<file path="config.mk">
export PLATFORM = sky130hd
export DESIGN_NAME = i2c_master_write_sequencer
export DESIGN_NICKNAME = d
export VERILOG_FILES = /design/src/rtl/i2cmws_pkg.sv /design/src/rtl/i2cmws_front.sv /design/src/rtl/i2cmws_queue.sv /design/src/rtl/i2cmws_engine.sv /design/src/rtl/i2c_master_write_sequencer.sv
export SDC_FILE = /design/constraint.sdc
export NUM_CORES = 1
export LEC_CHECK = 0
export ABC_AREA = 1
export BUFFER_PORTS_ARGS = -buffer_cell sky130_fd_sc_hd__buf_2
export CORE_MARGIN = 4
export CORE_UTILIZATION = 55
export DETAILED_ROUTE_END_ITERATION = 10
export PLACE_DENSITY = 0.77
export SLEW_MARGIN = 20
export SYNTH_ARGS = -nofsm -noshare
export SYNTH_HDL_FRONTEND = slang
export SYNTH_HIERARCHICAL = 1
export SYNTH_SLANG_ARGS = --single-unit
</file>
<file path="constraint.sdc">
create_clock -name clk -period 3.02 [get_ports clk]
set_clock_uncertainty 0.2 [all_clocks]
set_input_delay 0.151 -clock clk [delete_from_list [all_inputs] [get_ports clk]]
set_output_delay 0.151 -clock clk [all_outputs]
set_load 0.02 [all_outputs]
</file>
<file path="src/rtl/i2cmws_pkg.sv">
// ----------------------------------------------------------------------------
// i2cmws_pkg: shared types for the I2C master write sequencer
// Command codes, the input and result words, the classified queue entry and
// the queue status group passed between the front end and the engine.
// ----------------------------------------------------------------------------
package i2cmws_pkg;

  // Command codes as they arrive on the input word.
  localparam logic [1:0] CMD_TICK  = 2'd0;
  localparam logic [1:0] CMD_START = 2'd1;
  localparam logic [1:0] CMD_BYTE  = 2'd2;
  localparam logic [1:0] CMD_STOP  = 2'd3;

  // Quarter periods per segment.
  localparam logic [2:0] Q_ONE  = 3'd1;
  localparam logic [2:0] Q_TWO  = 3'd2;
  localparam logic [2:0] Q_FOUR = 3'd4;

  // Bits shifted per byte, address plus R/W included.
  localparam logic [3:0] BITS_PER_BYTE = 4'd8;

  typedef enum logic [1:0] {
    KIND_TICK,
    KIND_START,
    KIND_BYTE,
    KIND_STOP
  } kind_t;

  typedef struct packed {
    logic [1:0] cmd;
    logic [7:0] data;
    logic       sda_level;
  } in_word_t;

  typedef struct packed {
    logic scl_out;
    logic sda_out;
    logic sda_drive;
    logic busy_res;
    logic nack_seen;
    logic done_res;
    logic rejected;
  } out_word_t;

  typedef struct packed {
    kind_t      kind;
    logic [7:0] data;
    logic       pin;
  } q_word_t;

  typedef struct packed {
    logic full;
    logic empty;
  } q_stat_t;

endpackage

</file>
<file path="src/rtl/i2cmws_front.sv">
// ----------------------------------------------------------------------------
// i2cmws_front: input acceptance and command classification
// Takes words from the input channel, decodes the command code into a word
// kind and pushes the classified word into the queue.
// ----------------------------------------------------------------------------
module i2cmws_front
  import i2cmws_pkg::*;
(
  input  logic     in_valid,
  output logic     in_stall,
  input  in_word_t in_word,
  input  q_stat_t  q_stat,
  output logic     push,
  output q_word_t  push_word
);

  kind_t kind;

  always_comb begin
    unique case (in_word.cmd)
      CMD_TICK:  kind = KIND_TICK;
      CMD_START: kind = KIND_START;
      CMD_BYTE:  kind = KIND_BYTE;
      CMD_STOP:  kind = KIND_STOP;
      default:   kind = KIND_TICK;
    endcase
  end

  // Only the low seven bits of a start word matter; the engine takes them.
  assign in_stall       = q_stat.full;
  assign push           = in_valid && !q_stat.full;
  assign push_word.kind = kind;
  assign push_word.data = in_word.data;
  assign push_word.pin  = in_word.sda_level;

endmodule

</file>
<file path="src/rtl/i2cmws_queue.sv">
// ----------------------------------------------------------------------------
// i2cmws_queue: short queue between front end and engine
// A small register FIFO so that the input side and the result side can each
// stall without holding up the other.
// ----------------------------------------------------------------------------
module i2cmws_queue
  import i2cmws_pkg::*;
#(
  parameter int DEPTH = 2
)
(
  input  logic    clk,
  input  logic    rst,
  input  logic    push,
  input  q_word_t push_word,
  input  logic    pop,
  output q_word_t pop_word,
  output q_stat_t q_stat
);

  localparam int PTR_W = (DEPTH > 1) ? $clog2(DEPTH) : 1;
  localparam int CNT_W = $clog2(DEPTH + 1);

  q_word_t            entry [DEPTH];
  logic [PTR_W-1:0]   wr_ptr;
  logic [PTR_W-1:0]   rd_ptr;
  logic [CNT_W-1:0]   count;
  logic               do_push;
  logic               do_pop;

  assign q_stat.full  = (count == CNT_W'(DEPTH));
  assign q_stat.empty = (count == '0);
  assign do_push      = push && !q_stat.full;
  assign do_pop       = pop && !q_stat.empty;
  assign pop_word     = entry[rd_ptr];

  always_ff @(posedge clk) begin
    if (do_push) begin
      entry[wr_ptr] <= push_word;
    end
  end

  always_ff @(posedge clk) begin
    if (rst) begin
      wr_ptr <= '0;
      rd_ptr <= '0;
      count  <= '0;
    end else begin
      if (do_push) begin
        wr_ptr <= (wr_ptr == PTR_W'(DEPTH - 1)) ? '0 : wr_ptr + 1'b1;
      end
      if (do_pop) begin
        rd_ptr <= (rd_ptr == PTR_W'(DEPTH - 1)) ? '0 : rd_ptr + 1'b1;
      end
      if (do_push && !do_pop) begin
        count <= count + 1'b1;
      end else if (do_pop && !do_push) begin
        count <= count - 1'b1;
      end
    end
  end

endmodule

</file>
<file path="src/rtl/i2cmws_engine.sv">
// ----------------------------------------------------------------------------
// i2cmws_engine: bus sequencing engine and result register
// Feeds one queued word per cycle, unless the output stalls, to the bus state
// machine, holding the resulting line levels and flags in the output register.
// ----------------------------------------------------------------------------
module i2cmws_engine
  import i2cmws_pkg::*;
(
  input  logic        clk,
  input  logic        rst,
  input  logic [15:0] quarter_ticks,
  input  q_stat_t     q_stat,
  input  q_word_t     q_word,
  output logic        pop,
  output logic        out_valid,
  input  logic        out_stall,
  output out_word_t   out_word
);

  typedef enum logic [3:0] {
    PH_IDLE, PH_ST_A, PH_ST_B, PH_ST_C,
    PH_B_SET, PH_B_HIGH, PH_B_LOW,
    PH_A_SET, PH_A_HIGH, PH_A_LOW, PH_GAP,
    PH_SP_A, PH_SP_B, PH_SP_C
  } phase_t;

  phase_t      phase, phase_next;
  logic [15:0] tick_count, tick_count_next;
  logic [2:0]  q_left, q_left_next;
  logic [3:0]  bit_left, bit_left_next;
  logic [7:0]  shift_word, shift_word_next;
  logic        scl_level, scl_level_next;
  logic        sda_level_reg, sda_level_reg_next;
  logic        drive_on, drive_on_next;
  logic        nack_flag, nack_flag_next;
  logic        addr_mode, addr_mode_next;

  logic [15:0] limit;
  logic [16:0] tick_inc;
  logic [2:0]  q_dec;
  logic [3:0]  bits_dec;
  logic        done, rej;

  assign pop      = !q_stat.empty && (!out_valid || !out_stall);
  assign limit    = (quarter_ticks == '0) ? 16'd1 : quarter_ticks;
  assign tick_inc = {1'b0, tick_count} + 17'd1;
  assign q_dec    = (q_left != '0) ? q_left - 1'b1 : '0;
  assign bits_dec = (bit_left != '0) ? bit_left - 1'b1 : '0;

  always_comb begin
    phase_next         = phase;
    tick_count_next    = tick_count;
    q_left_next        = q_left;
    bit_left_next      = bit_left;
    shift_word_next    = shift_word;
    scl_level_next     = scl_level;
    sda_level_reg_next = sda_level_reg;
    drive_on_next      = drive_on;
    nack_flag_next     = nack_flag;
    addr_mode_next     = addr_mode;
    done               = 1'b0;
    rej                = 1'b0;

    if (q_word.kind != KIND_TICK) begin
      if (phase != PH_IDLE) begin
        rej = 1'b1;
      end else begin
        drive_on_next   = 1'b1;
        tick_count_next = '0;
        case (q_word.kind)
          KIND_START: begin
            sda_level_reg_next = 1'b1;
            scl_level_next     = 1'b1;
            addr_mode_next     = 1'b1;
            bit_left_next      = BITS_PER_BYTE;
            shift_word_next    = {q_word.data[6:0], 1'b0};
            phase_next         = PH_ST_A;
            q_left_next        = Q_FOUR;
          end
          KIND_BYTE: begin
            addr_mode_next     = 1'b0;
            sda_level_reg_next = q_word.data[7];
            shift_word_next    = {q_word.data[6:0], 1'b0};
            bit_left_next      = BITS_PER_BYTE - 4'd1;
            phase_next         = PH_B_SET;
            q_left_next        = Q_ONE;
          end
          default: begin
            sda_level_reg_next = 1'b0;
            scl_level_next     = 1'b0;
            phase_next         = PH_SP_A;
            q_left_next        = Q_FOUR;
          end
        endcase
      end
    end else if (phase != PH_IDLE) begin
      if (tick_inc >= {1'b0, limit}) begin
        tick_count_next = '0;
        q_left_next     = q_dec;
        if (q_dec == '0) begin
          unique case (phase)
            PH_ST_A: begin
              sda_level_reg_next = 1'b0;
              phase_next = PH_ST_B;
              q_left_next = Q_TWO;
            end
            PH_ST_B: begin
              scl_level_next = 1'b0;
              phase_next = PH_ST_C;
              q_left_next = Q_FOUR;
            end
            PH_B_SET, PH_A_SET: begin
              scl_level_next = 1'b1;
              phase_next = (phase == PH_B_SET) ? PH_B_HIGH : PH_A_HIGH;
              q_left_next = Q_ONE;
            end
            PH_B_HIGH: begin
              scl_level_next = 1'b0;
              sda_level_reg_next = 1'b0;
              phase_next = PH_B_LOW;
              q_left_next = Q_TWO;
            end
            PH_ST_C, PH_B_LOW: begin
              if (phase == PH_ST_C || bit_left != '0) begin
                // Shift out the next data bit, MSB first.
                sda_level_reg_next = shift_word[7];
                shift_word_next    = {shift_word[6:0], 1'b0};
                bit_left_next      = bits_dec;
                phase_next         = PH_B_SET;
                q_left_next        = Q_ONE;
              end else begin
                // Release SDA for the acknowledge bit.
                drive_on_next      = 1'b0;
                sda_level_reg_next = 1'b0;
                phase_next         = PH_A_SET;
                q_left_next        = Q_ONE;
              end
            end
            PH_A_HIGH: begin
              nack_flag_next = q_word.pin;
              drive_on_next  = 1'b1;
              scl_level_next = 1'b0;
              phase_next = PH_A_LOW;
              q_left_next = Q_TWO;
            end
            PH_A_LOW: begin
              if (addr_mode) begin
                phase_next  = PH_GAP;
                q_left_next = Q_FOUR;
              end else begin
                phase_next = PH_IDLE;
                done = 1'b1;
              end
            end
            PH_SP_A: begin
              scl_level_next = 1'b1;
              phase_next = PH_SP_B;
              q_left_next = Q_TWO;
            end
            PH_SP_B: begin
              sda_level_reg_next = 1'b1;
              phase_next = PH_SP_C;
              q_left_next = Q_FOUR;
            end
            default: begin
              phase_next = PH_IDLE;
              done = 1'b1;
            end
          endcase
        end
      end else begin
        tick_count_next = tick_inc[15:0];
      end
    end
  end

  always_ff @(posedge clk) begin
    if (rst) begin
      phase         <= PH_IDLE;
      tick_count    <= '0;
      q_left        <= '0;
      bit_left      <= '0;
      shift_word    <= '0;
      scl_level     <= 1'b1;
      sda_level_reg <= 1'b1;
      drive_on      <= 1'b0;
      nack_flag     <= 1'b0;
      addr_mode     <= 1'b0;
      out_valid     <= 1'b0;
    end else begin
      if (pop) begin
        phase         <= phase_next;
        tick_count    <= tick_count_next;
        q_left        <= q_left_next;
        bit_left      <= bit_left_next;
        shift_word    <= shift_word_next;
        scl_level     <= scl_level_next;
        sda_level_reg <= sda_level_reg_next;
        drive_on      <= drive_on_next;
        nack_flag     <= nack_flag_next;
        addr_mode     <= addr_mode_next;
        out_valid     <= 1'b1;
      end else if (!out_stall) begin
        out_valid <= 1'b0;
      end
    end
  end

  always_ff @(posedge clk) begin
    if (pop) begin
      out_word.scl_out   <= scl_level_next;
      out_word.sda_out   <= sda_level_reg_next;
      out_word.sda_drive <= drive_on_next;
      out_word.busy_res  <= (phase_next != PH_IDLE);
      out_word.nack_seen <= nack_flag_next;
      out_word.done_res  <= done;
      out_word.rejected  <= rej;
    end
  end

endmodule

</file>
<file path="src/rtl/i2c_master_write_sequencer.sv">
// ----------------------------------------------------------------------------
// i2c_master_write_sequencer: write-only I2C master bit engine
// Top level: configuration register, command front end, queue and engine.
// ----------------------------------------------------------------------------
// Each input word is either a tick or a command (start with a 7-bit address,
// send byte, stop), and each one produces exactly one result word carrying the
// SCL and SDA levels to drive, the SDA drive enable, busy, the last ack level,
// a done pulse and a rejected flag. Commands are taken only while the engine
// is idle; a command that arrives while busy is answered with rejected set and
// changes nothing. Bus timing is counted in quarter periods of quarter_ticks
// ticks each (zero behaves as one). The block takes one word per clock while
// the queue is not full, and the engine applies one queued word per cycle
// unless the output stalls: an accepted word is written into the queue, waits
// at its head until the engine takes it, and is then loaded into the engine's
// result register. The queue of QUEUE_DEPTH words lets the input
// keep flowing while a result waits on a stalled output. During the
// acknowledge bit SDA is released and the pin level sampled at the end of the
// SCL high quarter is reported as nack_seen. The configuration register should
// be written only while the block is idle.
module i2c_master_write_sequencer
  import i2cmws_pkg::*;
#(
  parameter int QUEUE_DEPTH = 2
)
(
  input  logic        clk,
  input  logic        rst,
  input  logic        in_valid,
  output logic        in_stall,
  input  in_word_t    in_word,
  output logic        out_valid,
  input  logic        out_stall,
  output out_word_t   out_word,
  input  logic        cfg_write,
  input  logic [15:0] cfg_data
);

  logic [15:0] quarter_ticks;
  q_stat_t     q_stat;
  logic        push;
  q_word_t     push_word;
  logic        pop;
  q_word_t     pop_word;

  // Ticks per quarter period, reset to 25.
  always_ff @(posedge clk) begin
    if (rst) begin
      quarter_ticks <= 16'd25;
    end else if (cfg_write) begin
      quarter_ticks <= cfg_data;
    end
  end

  // The front end classifies commands and pushes every word into the queue.
  i2cmws_front u_front (
    .in_valid  (in_valid),
    .in_stall  (in_stall),
    .in_word   (in_word),
    .q_stat    (q_stat),
    .push      (push),
    .push_word (push_word)
  );

  i2cmws_queue #(
    .DEPTH (QUEUE_DEPTH)
  ) u_queue (
    .clk       (clk),
    .rst       (rst),
    .push      (push),
    .push_word (push_word),
    .pop       (pop),
    .pop_word  (pop_word),
    .q_stat    (q_stat)
  );

  // The engine owns the bus state and the result register.
  i2cmws_engine u_engine (
    .clk           (clk),
    .rst           (rst),
    .quarter_ticks (quarter_ticks),
    .q_stat        (q_stat),
    .q_word        (pop_word),
    .pop           (pop),
    .out_valid     (out_valid),
    .out_stall     (out_stall),
    .out_word      (out_word)
  );

`ifndef SYNTHESIS
  // A finished sequence always leaves the engine idle.
  a_done_idle: assert property (@(posedge clk) disable iff (rst)
    (out_valid && out_word.done_res) |-> !out_word.busy_res)
    else $error("done_res with busy_res set");

  // A command is only rejected while a sequence is running.
  a_rej_busy: assert property (@(posedge clk) disable iff (rst)
    (out_valid && out_word.rejected) |-> (out_word.busy_res && !out_word.done_res))
    else $error("rejected word without busy engine");

  // The input side stalls only when the queue is full, never when it is empty.
  a_stall_full: assert property (@(posedge clk) disable iff (rst)
    in_stall |-> (q_stat.full && !q_stat.empty))
    else $error("input stalled with queue not full");
`endif

endmodule

</file>
# [After elaboration in Yosys (flattened, before gate mapping)]
# Memory sizes are Yosys's and may differ from the RTL's. A register that Yosys moved wholly into a read port is not among the register bits.
# Index checks and enable logic that the tools add are counted.
[totals] regBits=68 latch_bits=0 mem_bits_rw=22 romBits=0 out_inout_bits=9 elab_cells=184 mem_count=1
[memory_table] memory="u_queue.entry" depth=2 width=11 rd=1 rd_ports_with_merged_regs=1 wr=1 line_no="i2cmws_queue.sv:24" rtl="q_word_t entry [DEPTH];"
[op_classes] addsub=7 n_mul=0 div_mod_pow=0 order_cmp=1 n_eq_ne=19 n_shift=0 muxes=83 n_bitwise=3 reduce_logical=48
[op_table] op="16-bit 2-to-1 mux" count=5
[op_table] op="8-bit 2-to-1 mux" count=8
[op_table] op="4-bit 2-to-1 mux" count=15
[op_table] op="4-bit one-hot mux with 9 select lines" count=1
[op_table] op="1-bit 2-to-1 mux" count=32
[op_table] op="3-bit 2-to-1 mux" count=8
[op_table] op="2-bit nonzero test" count=9
[op_table] op="16-bit by 1-bit adder with 17-bit output, second input constant" count=1
[op_table] op="17-bit by 16-bit >= comparator with 1-bit output" count=1
[op_table] op="4-bit by 3-bit == test with 1-bit output, second input constant" count=4
[op_table] op="4-bit == test, second input constant" count=4
[op_table] op="16-bit logical NOT" count=1
[op_table] op="4-bit one-hot mux with 2 select lines" count=2
[op_table] op="8-bit AND reduction" count=2
[op_table] op="1-bit one-hot mux with 2 select lines" count=6
[op_table] op="3-bit one-hot mux with 4 select lines" count=1
[op_table] op="4-bit nonzero test" count=3
[op_table] op="4-bit OR reduction" count=3
[op_table] op="10-bit OR reduction" count=1
[op_table] op="2-bit OR reduction" count=5
[op_table] op="2-bit == test, second input constant" count=4
[op_table] op="4-bit by 2-bit == test with 1-bit output, second input constant" count=2
[op_table] op="2-bit one-hot mux with 4 select lines" count=1
[op_table] op="4-bit AND reduction" count=2
[op_table] op="other kinds (20)" count=40

# [Longest topological paths before layout]
# Gate-level depths: netlist of run 1.
[depth] word_depth=9 depth_mapped=20 mapped_depth_nobuf=20

# [By module]
# Netlist of run 1, hierarchy kept.
[modules_own_cells] mod="i2cmws_engine" instances=1 cells_each=568 area_per_inst_um2=3674.8 seq_area_each_um2=1011.0
[modules_own_cells] mod="i2cmws_queue" instances=1 cells_each=71 area_per_inst_um2=1044.8 seq_area_each_um2=760.7
[modules_own_cells] mod="i2c_master_write_sequencer" instances=1 cells_each=96 area_per_inst_um2=651.9 seq_area_each_um2=320.3
[modules_own_cells] mod="i2cmws_front" instances=1 cells_each=14 area_per_inst_um2=92.6 seq_area_each_um2=0.0

# [Worst setup path after synthesis of run 1]
# No wires, ideal clock.
[synth_timing] path_type="register to register" start="reg u_engine.tick_count[0]" end="reg, netlist name u_engine/out_word[3]" setup_ps=254 t_arrival_ps=2668 required_ps=2566 setup_slack_ps=-102 stages_incl_launch_ff=20 n_path_buf=0 cell_sequence="dfxtp_1 -> ha_1 -> nand2_1 -> nor2_4 -> nand2_4 -> nor4_1 -> xor2_1 -> ha_1 -> a21oi_1 -> nor2_1 -> nor2_1 -> nand3_1 -> nor2_4 -> nand2_2 -> nand2_1 -> nand2_1 -> nand2_1 -> nand2_1 -> nor2_1 -> nand2_1"
[synth_via] elab_chain_len=6
[synth_lines] item="start, declared" line_no="i2cmws_engine.sv:28" rtl="logic [15:0] tick_count, tick_count_next;"
[synth_lines] item="start signal, assigned" line_no="i2cmws_engine.sv:193" rtl="tick_count <= tick_count_next;"
[synth_lines] item="16-bit by 1-bit adder with 17-bit output" line_no="i2cmws_engine.sv:46" rtl="assign tick_inc = {1'b0, tick_count} + 17'd1;"
[synth_lines] item="17-bit by 16-bit >= comparator with 1-bit output" line_no="i2cmws_engine.sv:97" rtl="if (tick_inc >= {1'b0, limit}) begin"
[synth_lines] item="4-bit 2-to-1 mux" line_no="i2cmws_engine.sv:97"
[synth_lines] item="4-bit 2-to-1 mux" line_no="i2cmws_engine.sv:96" rtl="end else if (phase != PH_IDLE) begin"
[synth_lines] item="4-bit 2-to-1 mux" line_no="i2cmws_engine.sv:64" rtl="if (q_word.kind != KIND_TICK) begin"
[synth_lines] item="4-bit nonzero test" line_no="i2cmws_engine.sv:214" rtl="out_word.busy_res <= (phase_next != PH_IDLE);"
# No other way between the ends.
# A chain may end at the register's enable or synchronous reset.

# [Final worst setup path of run 1]
[layout_timing] start="reg u_engine.tick_count[1]" end="reg u_engine.tick_count[2]"
[layout_via] elab_chain_len=5
[layout_lines] item="16-bit by 1-bit adder with 17-bit output (*)" line_no="i2cmws_engine.sv:46"
[layout_lines] item="17-bit by 16-bit >= comparator with 1-bit output" line_no="i2cmws_engine.sv:97"
[layout_lines] item="16-bit 2-to-1 mux (*)" line_no="i2cmws_engine.sv:97"
[layout_lines] item="16-bit 2-to-1 mux (*)" line_no="i2cmws_engine.sv:96"
[layout_lines] item="16-bit 2-to-1 mux (*)" line_no="i2cmws_engine.sv:64"
# Mark *: on every way between the ends. The rest lies on a longest branch, timed or not. The select of a mux whose other input is x is not followed.

==> key figures, run 1 <==
Finish
  – Max FFs per register: 22
  – Final instance area: 6823 sq um
  – Biggest regs: u_queue/entry (22), quarter_ticks (16), u_engine/tick_count (16)
  – Area delta synth->final: 24.87%
  – Nets@finish: 898
  – Top reg by flops: u_queue/entry
  – N_diodes: 0
  – FILL cells: 750
  – Fraction of layout cells with a size suffix above 1: 26.51%

Routing
  – Drt via density: 5.347
  – Routed wire length per instance: 14.12 microns
  – DRC: 0
  – DRT Wirelength: 13.81 mm
  – Iteration-0 DRC Markers: 424
  – First-pass detailed-route iteration total: 5
  – Routed vias: 5229
  – Antenna Violating Nets Remaining: 0

CTS
  – CTS Buf Count: 9
  – Clock Sinks: 90
  – Clock Latency Late Sink: 0.37 ns
  – CTS tree: built
  – Clock slew at reported path FFs: 0.09 ns
  – Clock Tree Buf Depth: 2
  – Clock H-tree levels: 3
  – Root Driver: clkbuf_8

Logic synthesis
  – Synthesized area per cell: 7.295 sq um
  – Primary FF master, synth: dfxtp_1
  – Synth top area share: 22.35%
  – Netlist cell types: 44
  – Post-synthesis compound-gate area fraction: 8.679%
  – Post-Synth XOR/XNOR Area: 2.084%
  – Post-synth EDFFs: 29
  – Sequential area share after synthesis: 38.29%
  – FFs w/ async S/R, synth: 0%
  – Synthesized area: 5464 sq um
  – Syn_nets: 807
  – Area leader, netlist: dfxtp_1
  – YS warnings: 6
  – Count leader, synth: nand2_1
  – Cells after synthesis: 749
  – Post-synthesis register bit count: 90
  – Simple-gate share of the synthesized area: 32.06%
  – Adder-cell share of the synthesized area: 5.954%
  – Area contributors post-synth: dfxtp_1, edfxtp_1, nand2_1
  – Mux share of post-synthesis cell area: 2.267%
  – Largest family of logic cells by synthesized area: simple AND/OR/NAND/NOR gates
  – Synth top cells by count: nand2_1, nor2_1, inv_1, dfxtp_1, nand3_1

Floorplanning
  – Die ar.: 11590 sq um
  – Die X: 107.7 microns
  – Initial core utilization: 56.16%
  – Die Ht: 107.7 microns
  – # rows: 36
  – I/O Pins: 41
  – Core area: 9729 sq um

Power and ir drop
  – Sw frac: 46.11%
  – Leak: 3.326 nW
  – Sequential share of power: 32.3%
  – Gate power share: 51.7%
  – Internal power: 2.919 mW
  – Maximum vdd drop: 551.6 uV
  – Clock share of power: 16.0%
  – Power Dens Cells: 794.1 nW/um^2
  – Total chip power: 5.418 mW
  – Net Sw Power: 2.498 mW

Worst setup path
  – Worst path max stage delay: 0.40 ns
  – WP data required: 3.11 ns
  – CP startpoint: u_engine/tick_count[1]
  – Slowest-stage cell, CP: dfxtp_4
  – Crit end category: register
  – Critical path arrival: 3.30 ns
  – FF-to-FF setup slack: -0.18 ns
  – Max Fanout on Critical Path: 5
  – Crit path max-delay family: simple AND/OR/NAND/NOR gates
  – Critical path cell sequence: nand3_4 > nor2_4 > nand2_2 > nor2_4 > nand4_1 > nor2_2 > xor2_1 > ha_1 > inv_1 > nor2_1 > nor2_1 > nand3_2 > nor2_4 > nand3_4 > nor2_8 > clkbuf_16 > nand2_2 > a21oi_2
  – Most frequent CP cell: nor2_4
  – Reg2reg start: u_engine/tick_count[1]
  – Buf/Inv on CP: 2
  – Startpoint Class: register
  – WS Path Type: register to register

Hold path
  – Hold wc startpoint: rst
  – Worst hold path type: input pin to register

Timing
  – Final Worst Setup Slack: -0.1841 ns
  – Fmax: 312.1 MHz
  – Final hold vios: 0
  – Slew HR: 50.66%
  – Worst slew pin tran: 0.7361 ns
  – Slew Limit Fails: 0
  – RSZ-0062 raised after global routing: yes
  – Final Cycle Share: 106.1%
  – Final setup fails: 34
  – Post-layout minimum cycle time: 3.204 ns
  – Setup TNS: -3.034 ns

Placement
  – Placed cell area: 5797 sq um
  – IO buf count: 40
  – Post-DP HPWL: 8.677 mm
  – GPL Wtd Cong: 1.025

Outcome
  – Violated checks: negative setup slack
  – Outcome: complete, but fails checks

GRT
  – Initial antenna violation count: 0
  – Largest net degree at the start of global routing: 31
  – Gr ovfl total: 0
  – First-pass GRT wire length: 21.38 mm
  – Gr usage total: 22.81%
  – Vias in the first global route: 4811

Run
  – Max Cap Viol: 0
## power by group through the flow
stage | clock [mW] | combinational (mW) | sequential, mW
floorplan | 0 | 1.82 | 1.77
global placement | 0 | 2.35 | 1.76
detailed placement | 0 | 2.40 | 1.77
CTS | 0.876 | 2.49 | 1.74
global route | 0.929 | 3.11 | 1.78
finish | 0.867 | 2.80 | 1.75
## kinds of logic (layout without fill, tap and decap cells)
| group | count (synthesis) | after routing |
|---|---|---|
| AND/OR/NAND/NOR | 399 | 400 |
| XOR/XNOR | 13 | 13 |
| AO/OA/AOI/OAI | 81 | 81 |
| multiplexers | 11 | 11 |
| flip-flops | 90 | 90 |
| adder cells (fa/ha/maj) | 26 | 26 |
| buffers and inverters | 129 | 224 |
## layout make-up
class,instances,area [sq um],area share (%)
inverter,97,367.9,5.392
multi-input combinational,531,3115,45.66
timing repair buffer,111,859.6,12.60
sequential,90,2106,30.86
tap,133,166.4,2.439
clock inverter,7,83.83,1.229
clock buffer,9,123.9,1.816
## repair_timing
item,CTS,global route
gates cloned,0,2
endpoints found under the setup margin,35,44
gates resized for setup,20,73
setup buffers,9,10
hold buffers,28,0
pin swaps,13,45
hold endpoints to repair,39,0
## per-layer routing
layer	part of all wire (%)	GRT usage, %	vias to the layer above
met3	7.0	4.559	51
li1	-	-	2563
met2	49	37.74	219
met4	2.6	8.386	0
met1	41	29.50	2396
met5	0	0	-
## cell usage in the layout (no fill, tap or decap), types with 26 or more instances in the layout
cell type,instances
buf_2,40
inv_1,89
nand3_1,31
nand2_1,193
o21ai_0,27
edfxtp_1,29
dlygate4sd3_1,28
buf_4,34
nor2_1,88
dfxtp_1,54
nand2_2,26
## stage by stage
stage          hold slack, ns  setup WS, ns  utilization, %  instances
2_1_floorplan         0.07730       0.01234               -        749
3_3_place_gp           0.1384       -0.1047           59.58        913
3_5_place_dp           0.1436       -0.1208           59.58        913
4_1_cts              0.003756      -0.02477           66.27        966
5_1_grt               0.03994       -0.3158           70.13        978
6_report              0.04184       -0.1841           70.13        978
## worst paths after layout
check | endpoint | depth (start not counted)
setup / recovery | u_engine/tick_count[2] | 18
hold / removal | u_engine/tick_count[8] | 2
setup reg to reg | u_engine/tick_count[2] | 18
hold reg to reg | u_engine/shift_word[1] | 2
Power figures use the tool's default switching activity.
==> inputs of run 2 (changes only) <==
- CORE_UTILIZATION: 55 -> 57
- CTS_BUF_LIST: unset -> sky130_fd_sc_hd__clkbuf_4 sky130_fd_sc_hd__clkbuf_8
- PLACE_DENSITY: 0.77 -> 0.79
==> run 2 against run 1 <==
Net effect: the flow still finishes with violations (negative setup slack); combinational power is 5% lower; critical endpoint is now u_engine/tick_count[1]; critical path depth shrank 1; maximum frequency is 2.1% higher; largest power group unchanged; design area shrank 2.4%; register-to-register slack gained 0.07 ns; cell count shrank 0.61%; largest cell class unchanged; clock-buffer cell count unchanged; setup slack improved by 0.067 ns.
==> key figures, run 2 (synthesized netlist as in run 1, its figures left out) <==
GRT
  – GR Util met1: 33.31%
  – Largest net degree at the start of global routing: 31
  – Met3 usage: 4.129%
  – Gr ovfl total: 0
  – Initial antenna violation count: 0
  – First-pass GRT wire length: 23.24 mm
  – Gr usage total: 25.57%
  – Grt met2 use: 42.94%
  – Vias in the first global route: 5016
  – Busiest grt layer: met2

Floorplanning
  – Die X: 105.9 microns
  – Initial core utilization: 58.85%
  – I/O Pins: 41
  – Die ar.: 11220 sq um
  – Die Ht: 105.9 microns
  – Core area: 9284 sq um
  – # rows: 35

Routing
  – Routed wire length per instance: 14.13 microns
  – Iteration-0 DRC Markers: 444
  – First-pass detailed-route iteration total: 5
  – Antenna Violating Nets Remaining: 0
  – DRC: 0
  – DRT Wirelength: 13.74 mm
  – Drt via density: 5.217
  – Routed vias: 5071

Placement
  – Post-DP HPWL: 9.128 mm
  – IO buf count: 40
  – GPL Wtd Cong: 0.8983

Timing
  – Final Cycle Share: 103.9%
  – Slew Limit Fails: 0
  – Final Worst Setup Slack: -0.1169 ns
  – Worst slew pin tran: 0.9808 ns
  – Fmax: 318.8 MHz
  – Setup TNS: -3.117 ns
  – Slew HR: 34.37%
  – Final hold vios: 0
  – RSZ-0062 raised after global routing: yes
  – Post-layout minimum cycle time: 3.137 ns
  – Final setup fails: 39

CTS
  – Root Driver: clkbuf_8
  – Clock Latency Late Sink: 0.36 ns
  – Clock slew at reported path FFs: 0.10 ns
  – CTS tree: built
  – Clock H-tree levels: 3
  – CTS Buf Count: 9
  – Clock Tree Buf Depth: 2
  – Clock Sinks: 90

Finish
  – Most common cell after layout, fill and taps aside: nand2_1
  – Biggest regs: u_queue/entry (22), quarter_ticks (16), u_engine/tick_count (16)
  – Top reg by flops: u_queue/entry
  – Max FFs per register: 22
  – Nets@finish: 896
  – N_diodes: 0
  – Area delta synth->final: 21.87%
  – Fraction of layout cells with a size suffix above 1: 23.96%
  – Commonest non-fill, non-tap cells in the layout: nand2_1, nor2_1, inv_1

Worst setup path
  – Critical path cell sequence: nand4_1 > nor2_4 > nand4_1 > nor2_2 > xor2_2 > ha_4 > nand4_1 > nor2_2 > nand2_1 > nand3_2 > nor2_4 > buf_12 > nand3_4 > nor2_8 > buf_12 > nand2_2 > a21oi_2
  – Crit path max-delay family: simple AND/OR/NAND/NOR gates
  – Startpoint Class: register
  – Crit end category: register
  – Buf/Inv on CP: 2
  – Worst path max stage delay: 0.43 ns
  – WP data required: 3.11 ns
  – Most frequent CP cell: nand4_1
  – Max Fanout on Critical Path: 9
  – WS Path Type: register to register
  – Critical path arrival: 3.23 ns
  – Slowest-stage cell, CP: dfxtp_1

Power and ir drop
  – Sw frac: 46.14%
  – Sequential share of power: 34.0%
  – Maximum vdd drop: 563.2 uV
  – Internal power: 2.796 mW
  – Leak: 3.216 nW
  – Net Sw Power: 2.396 mW
  – Clock share of power: 15.1%
  – Gate power share: 51.0%
  – Total chip power: 5.192 mW
  – Power Dens Cells: 779.7 nW/um^2

Outcome
  – Violated checks: negative setup slack
  – Outcome: complete, but fails checks

Hold path
  – Worst hold path type: input pin to register

Run
  – Max Cap Viol: 0
-- run 2: cell types whose count changed in the layout (fill, tap and decap cells not counted), moves of 4 or more --
cell and delta:
nand3_2 -5, nand3_1 +6, nand2_4 -6, buf_12 +4, nand2_1 +4, buf_6 -6
-- run 2: area by class of cell --
type / instances / area [sq um]
Clock inverter: 7 / 60.06
Multi-Input combinational cell: 530 / 2980
Tap cell: 129 / 161.4
Fill cell: 697 / 2625
Clock buffer: 9 / 123.9
Timing Repair Buffer: 110 / 862.1
Sequential cell: 90 / 2103
Inverter: 97 / 367.9
-- run 2: final timing paths --
path | startpoint | end | slack (ns) | depth (start not counted)
max reg2reg | u_engine/tick_count[6] | u_engine/tick_count[1] | -0.12 | 17
min | rst | u_engine/tick_count[12] | 0.04 | 2
min reg2reg | u_engine/bit_left[1] | u_engine/bit_left[1] | 0.28 | 2
max | u_engine/tick_count[6] | u_engine/tick_count[1] | -0.12 | 17
-- run 2: metrics by stage --
stage | cells | cell area (sq um) | hold WS, ns | setup WS, ns | utilization, %
finish | 972 | 6659 | 0.04362 | -0.1169 | 71.73
global route | 972 | 6659 | 0.04924 | -0.2977 | 71.73
CTS | 967 | 6501 | 0.01361 | -0.02349 | 70.03
detailed placement | 912 | 5852 | 0.1425 | -0.1467 | 63.03
global placement | 912 | 5852 | 0.1379 | 0.01557 | 63.03
floorplan | 749 | 5475 | 0.07730 | 0.01234 | -
-- run 2: routing by layer --
metal,vias to the layer above,wire length [microns]
met5,-,0
met3,34,869
met4,0,333
li1,2559,-
met1,2289,5915
met2,189,6617
-- run 2: worst register-to-register path, stage by stage, from the launching register on --
cell     delay, ns
dfxtp_1       0.43
nand4_1       0.20
nor2_4        0.17
nand4_1       0.15
nor2_2        0.19
xor2_2        0.24
ha_4          0.25
nand4_1       0.11
nor2_2        0.06
nand2_1       0.09
nand3_2       0.11
nor2_4        0.19
buf_12        0.13
nand3_4       0.11
nor2_8        0.15
buf_12        0.14
nand2_2       0.05
a21oi_2       0.11
-- run 2: what timing repair did --
action | CTS | global route
setup endpoints to repair | 21 | 44
hold buffers | 28 | 0
hold endpoints to repair | 39 | 0
gates resized for setup | 22 | 35
setup buffers | 11 | 5
pin swaps | 17 | 22
-- run 2: power by group through the flow --
stage          Clock (mW)  Combinational [mW]  Sequential (mW)
2_1_floorplan           0                1.82             1.77
3_3_place_gp            0                2.41             1.76
3_5_place_dp            0                2.47             1.78
4_1_cts             0.799                2.53             1.76
5_1_grt             0.861                2.98             1.79
6_report            0.783                2.65             1.76
